[src/fcfla_pkg.sv]
// shared types and constants of the fixed chunk free list allocator
`timescale 1ns / 1ps

package fcfla_pkg;

    // field widths
    localparam int CMD_W        = 2;
    localparam int INDEX_W      = 10;
    localparam int COUNT_W      = 11;
    localparam int STATUS_W     = 2;
    localparam int ADDR_W       = 48;
    localparam int CHUNK_SIZE_W = 31;
    localparam int POOL_SIZE_W  = 41;
    localparam int CFG_INDEX_W  = 2;
    localparam int CFG_DATA_W   = 48;

    // pool geometry; the region alignment is a power of two
    localparam int MAX_CHUNKS_DEF = 1024;
    localparam longint unsigned REGION_ALIGN = 64'd2097152;
    // rounded region plus one chunk step still fits
    localparam int REGION_W = POOL_SIZE_W + 1;

    // register reset values
    localparam logic [CHUNK_SIZE_W-1:0] CHUNK_SIZE_RST = 31'd4096;
    localparam logic [POOL_SIZE_W-1:0]  POOL_SIZE_RST  = 41'd2097152;
    localparam logic [ADDR_W-1:0]       BASE_ADDR_RST  = '0;
    localparam logic [ADDR_W-1:0]       BASE_IOVA_RST  = '0;

    // item commands, code 3 is unused and does nothing
    typedef enum logic [CMD_W-1:0] {
        CMD_INIT  = 2'd0,
        CMD_ALLOC = 2'd1,
        CMD_FREE  = 2'd2
    } cmd_t;

    // result status codes
    typedef enum logic [STATUS_W-1:0] {
        ST_OK        = 2'd0,
        ST_EMPTY     = 2'd1,
        ST_BAD_INDEX = 2'd2,
        ST_FULL      = 2'd3
    } status_t;

    // configuration register indexes
    typedef enum logic [CFG_INDEX_W-1:0] {
        CFG_CHUNK_SIZE = 2'd0,
        CFG_POOL_SIZE  = 2'd1,
        CFG_BASE_ADDR  = 2'd2,
        CFG_BASE_IOVA  = 2'd3
    } cfg_reg_t;

    // input item
    typedef struct packed {
        logic [CMD_W-1:0]   command;
        logic [INDEX_W-1:0] chunk_index;
    } in_t;

    // result item
    typedef struct packed {
        logic [STATUS_W-1:0] status;
        logic [INDEX_W-1:0]  granted_index;
        logic [ADDR_W-1:0]   chunk_addr;
        logic [ADDR_W-1:0]   chunk_iova;
        logic [COUNT_W-1:0]  free_count;
    } out_t;

    // controller to datapath
    typedef struct packed {
        logic    accept;
        logic    init_start;
        logic    init_step;
        logic    init_end;
        logic    pop;
        logic    mul;
        logic    push;
        logic    load;
        status_t out_status;
        logic    out_grant;
    } ctrl_cmd_t;

    // datapath to controller
    typedef struct packed {
        logic [CMD_W-1:0] command;
        logic             empty;
        logic             idx_bad;
        logic             full;
        logic             walk_done;
        logic             out_free;
    } dp_sts_t;

endpackage

[src/fcfla_ctrl.sv]
// controller state machine of the free list allocator
`timescale 1ns / 1ps

module fcfla_ctrl (
    input  logic                  aclk,
    input  logic                  aresetn,
    input  logic                  s_valid,
    output logic                  s_ready,
    input  fcfla_pkg::dp_sts_t    sts,
    output fcfla_pkg::ctrl_cmd_t  cmd
);

    typedef enum logic [2:0] {
        S_IDLE,
        S_EXEC,
        S_INIT_WALK,
        S_POP_MUL,
        S_RESULT
    } state_t;

    state_t              state_reg, state_next;
    fcfla_pkg::status_t  status_reg, status_next;
    logic                grant_reg, grant_next;

    assign s_ready = (state_reg == S_IDLE);

    // next state and datapath commands
    always_comb begin
        state_next     = state_reg;
        status_next    = status_reg;
        grant_next     = grant_reg;
        cmd            = '0;
        cmd.out_status = status_reg;
        cmd.out_grant  = grant_reg;
        cmd.accept     = s_valid && s_ready;
        unique case (state_reg)
            S_IDLE: begin
                if (cmd.accept) begin
                    state_next = S_EXEC;
                end
            end
            S_EXEC: begin
                status_next = fcfla_pkg::ST_OK;
                grant_next  = 1'b0;
                state_next  = S_RESULT;
                unique case (sts.command)
                    fcfla_pkg::CMD_INIT: begin
                        cmd.init_start = 1'b1;
                        state_next     = S_INIT_WALK;
                    end
                    fcfla_pkg::CMD_ALLOC: begin
                        if (sts.empty) begin
                            status_next = fcfla_pkg::ST_EMPTY;
                        end else begin
                            cmd.pop    = 1'b1;
                            grant_next = 1'b1;
                            state_next = S_POP_MUL;
                        end
                    end
                    fcfla_pkg::CMD_FREE: begin
                        priority if (sts.idx_bad) begin
                            status_next = fcfla_pkg::ST_BAD_INDEX;
                        end else if (sts.full) begin
                            status_next = fcfla_pkg::ST_FULL;
                        end else begin
                            cmd.push = 1'b1;
                        end
                    end
                    default: begin
                        // unused command: plain ok result
                    end
                endcase
            end
            S_INIT_WALK: begin
                if (sts.walk_done) begin
                    cmd.init_end = 1'b1;
                    state_next   = S_RESULT;
                end else begin
                    cmd.init_step = 1'b1;
                end
            end
            S_POP_MUL: begin
                cmd.mul    = 1'b1;
                state_next = S_RESULT;
            end
            S_RESULT: begin
                if (sts.out_free) begin
                    cmd.load   = 1'b1;
                    state_next = S_IDLE;
                end
            end
            default: begin
                state_next = S_IDLE;
            end
        endcase
    end

    // state and result code registers
    always_ff @(posedge aclk) begin
        if (!aresetn) begin
            state_reg  <= S_IDLE;
            status_reg <= fcfla_pkg::ST_OK;
            grant_reg  <= 1'b0;
        end else begin
            state_reg  <= state_next;
            status_reg <= status_next;
            grant_reg  <= grant_next;
        end
    end

endmodule

[config.mk]
export PLATFORM = sky130hd
export DESIGN_NAME = fcfla_ctrl
export DESIGN_NICKNAME = d
export VERILOG_FILES = /design/src/fcfla_pkg.sv /design/src/fcfla_ctrl.sv
export SDC_FILE = /design/constraint.sdc
export NUM_CORES = 1
export LEC_CHECK = 0
export ABC_CLOCK_PERIOD_IN_PS = 1300
export BUFFER_PORTS_ARGS = -buffer_cell sky130_fd_sc_hd__buf_2
export CELL_PAD_IN_SITES_DETAIL_PLACEMENT = 0
export CELL_PAD_IN_SITES_GLOBAL_PLACEMENT = 2
export CORE_MARGIN = 2
export CORE_UTILIZATION = 21
export DETAILED_ROUTE_END_ITERATION = 7
export PLACE_DENSITY_LB_ADDON = 0.1
export SYNTH_ARGS = -nofsm -noshare
export SYNTH_HDL_FRONTEND = slang
export SYNTH_SLANG_ARGS = --single-unit
[constraint.sdc]
create_clock -name aclk -period 1.3 [get_ports aclk]
set_input_delay 0.26 -clock aclk [delete_from_list [all_inputs] [get_ports aclk]]
set_output_delay 0.26 -clock aclk [all_outputs]
set_load 0.02 [all_outputs]
==> flow_summary.toml <==
[yosys]
synth_top_area_share = 0.257
yosysUniqueCellTypes = 32
synth_top_cell_by_area = "dfxtp_1"
post_synth_inst_count = 55
synth_fp_nets = 69
synth_area_um2 = 468
ys_seq_area_frac = 0.257
yosysWarnings = 0
syn_area_per_cell_um2 = 8.51
synth_edf_count = 0
synthFlopType = "dfxtp_1"
yosys-top-cells-area = "dfxtp_1 26%, ha_1 11%, and2_1 4.0%, inv_1 4.0%, nor4b_1 3.7%"
async_reset_ff_frac = 0
ys_seq_elements = 6

[worst_setup_path]
crit_family = "simple AND/OR/NAND/NOR gates"
start_kind = "register"
cp_slowest_cell = "or3b_4"
path_buf_inv = 1
r2r_cells = 5
critPathRequiredTime_ns = 1.04
cp-end-kind = "primary output"
crit_chain = "or3b_4, nor4b_4, buf_4"
worst_path_largest_cell_delay_ns = 0.41
timing.rr.start = "state_reg[1]"
path_max_fanout = 2
ff2ff_setup_slack_ns = -0.09
arrival_ns = 1.33
r2r_end = "grant_reg"
path_class = "reg2out"

[floorplan]
fp.dieW_um = 51.2
num_io_pins = 22
dieHeight_um = 51.2
rows = 17
core_region_area_mm2 = 0.00215
initial_core_util = 0.218
fp.dieArea_mm2 = 0.00262

[min_path]
hp-start = "aresetn"
whs_endpoint = "grant_reg"
min_path_cells = 2
hp-class = "in2reg"

[routing]
num_vias = 509
dr.pass1.iters = 2
wl_mm = 1.23
drcViolationCount = 0
drt_iter0_drc = 3
wl_per_cell_um = 10.2
post_drt_via_cell_ratio = 4.24
ant_nets = 0

[clock_network]
cts_buffers = 3
cts.path.max_buffers = 2
root_buffer = "clkbuf_4"
htreeDepth = 1
cts_tree = "yes"
ctsHoldBuffers = 0
clock_latency_ns = 0.24
cts.reportedPaths.clkPinSlew_ns = 0.05
clock_sink_count = 6

[cells_and_area]
syn2layout_area_growth_pct = 83.4
diodes = 0
final_common_cell = "buf_4"
final_cells = 120
largest_reg_flops = 3
drive_gt1_frac = 0.609
multi_input_area_um2 = 363
layout_common_cells = "14 x buf_4, 13 x buf_2, 11 x buf_6"
seqCellArea_um2 = 123
fin_nets = 108
nFillCells = 238
design_area_um2 = 858

[timing]
setup_ws_ns = -0.287
period_share = 1.22
rsz0062_at_grt = "yes"
tightest_slew_ns = 0.268
slew_violations = 0
slew_headroom = 0.819
fin_crit_ns = 1.59
fmax_mhz = 630
skew_ns = 0.00848
final-setup-viol-count = 10
hold_ws_ns = 0.308
hold_violations = 0

[global_route]
antenna_found_initial = 0
gr-total-overflow = 0
track_usage = 0.106
grt_pass1_vias = 494
grt_max_degree = 11
grt_pass1_wl_mm = 2.06

[place]
gp_congestion = 0.703
place_area_um2 = 702
hpwl_mm = 1.00
dp.cells = 113
io_buffers = 21

[status]
violations = "negative setup slack"
outcome = "finished with violations"

[pwr]
powerDensity_mw_per_mm2 = 760
p_leak_uw = 0.000398
ir_drop_uv = 266

[job]
maxCapViolCount = 0
synth_stat cells, types with 2 or more instances:
cell and number:
nor4b_1 2, nand2b_1 2, dfxtp_1 6, nand3_1 2
a31oi_1 2, inv_1 5, a21boi_0 2, nor2_1 3
ha_1 4, a211oi_1 2, and2_1 3, nand2_1 2
layer usage:
layer  GRT usage  wire, um
met5           0         0
met2       0.173       598
met1       0.130       581
met4      0.0405         0
met3      0.0292        45
power by group:
group / leakage [uW] / internal (uW) / switching, uW / total (uW)
combinational: 0.000335 / 154 / 130 / 284
sequential: 0.0000495 / 196 / 4.81 / 201
clock: 0.0000138 / 104 / 62.3 / 166
worst max path at each step:
stage / start / end / cells after the start
after CTS: state_reg[1] / cmd[4] / 3
after global placement: state_reg[2] / cmd[4] / 3
final: state_reg[1] / cmd[4] / 3
after detailed placement: state_reg[2] / cmd[4] / 3
after floorplan: state_reg[2] / cmd[4] / 3
after global routing: state_reg[1] / cmd[4] / 3
metrics by stage:
stage	setup slack (ns)	power (uW)	setup TNS (ns)	utilization
6_report	-0.287	652	-1.77	0.400
5_1_grt	-0.334	695	-2.39	0.400
4_1_cts	-0.324	636	-1.78	0.381
3_5_place_dp	-0.143	416	-0.388	0.327
3_3_place_gp	-0.128	417	-0.349	0.327
2_1_floorplan	-0.225	329	-0.553	-
layout make-up:
cell class              instances  area share
multi-input cells              40       0.423
repair buffers                 38       0.343
flip-flops and latches          6       0.143
well taps                      28      0.0408
clock buffers                   3      0.0262
inverters                       5      0.0248
timing repair:
| action | 4_1_cts | 5_1_grt |
|---|---|---|
| pin swaps | 8 | 5 |
| resized for setup | 24 | 9 |
| endpoints found under the setup margin | 9 | 12 |
| buffers inserted | 2 | 2 |
| cloned | 0 | 0 |
cell families after synthesis:
kind of cell,synth area share
buffers and inverters,0.102
AOI/OAI and AO/OA,0.190
and+or+nand+nor,0.345
DFF,0.257
adders and majority gates,0.107
Note: power is estimated with default switching activity, not from simulation.
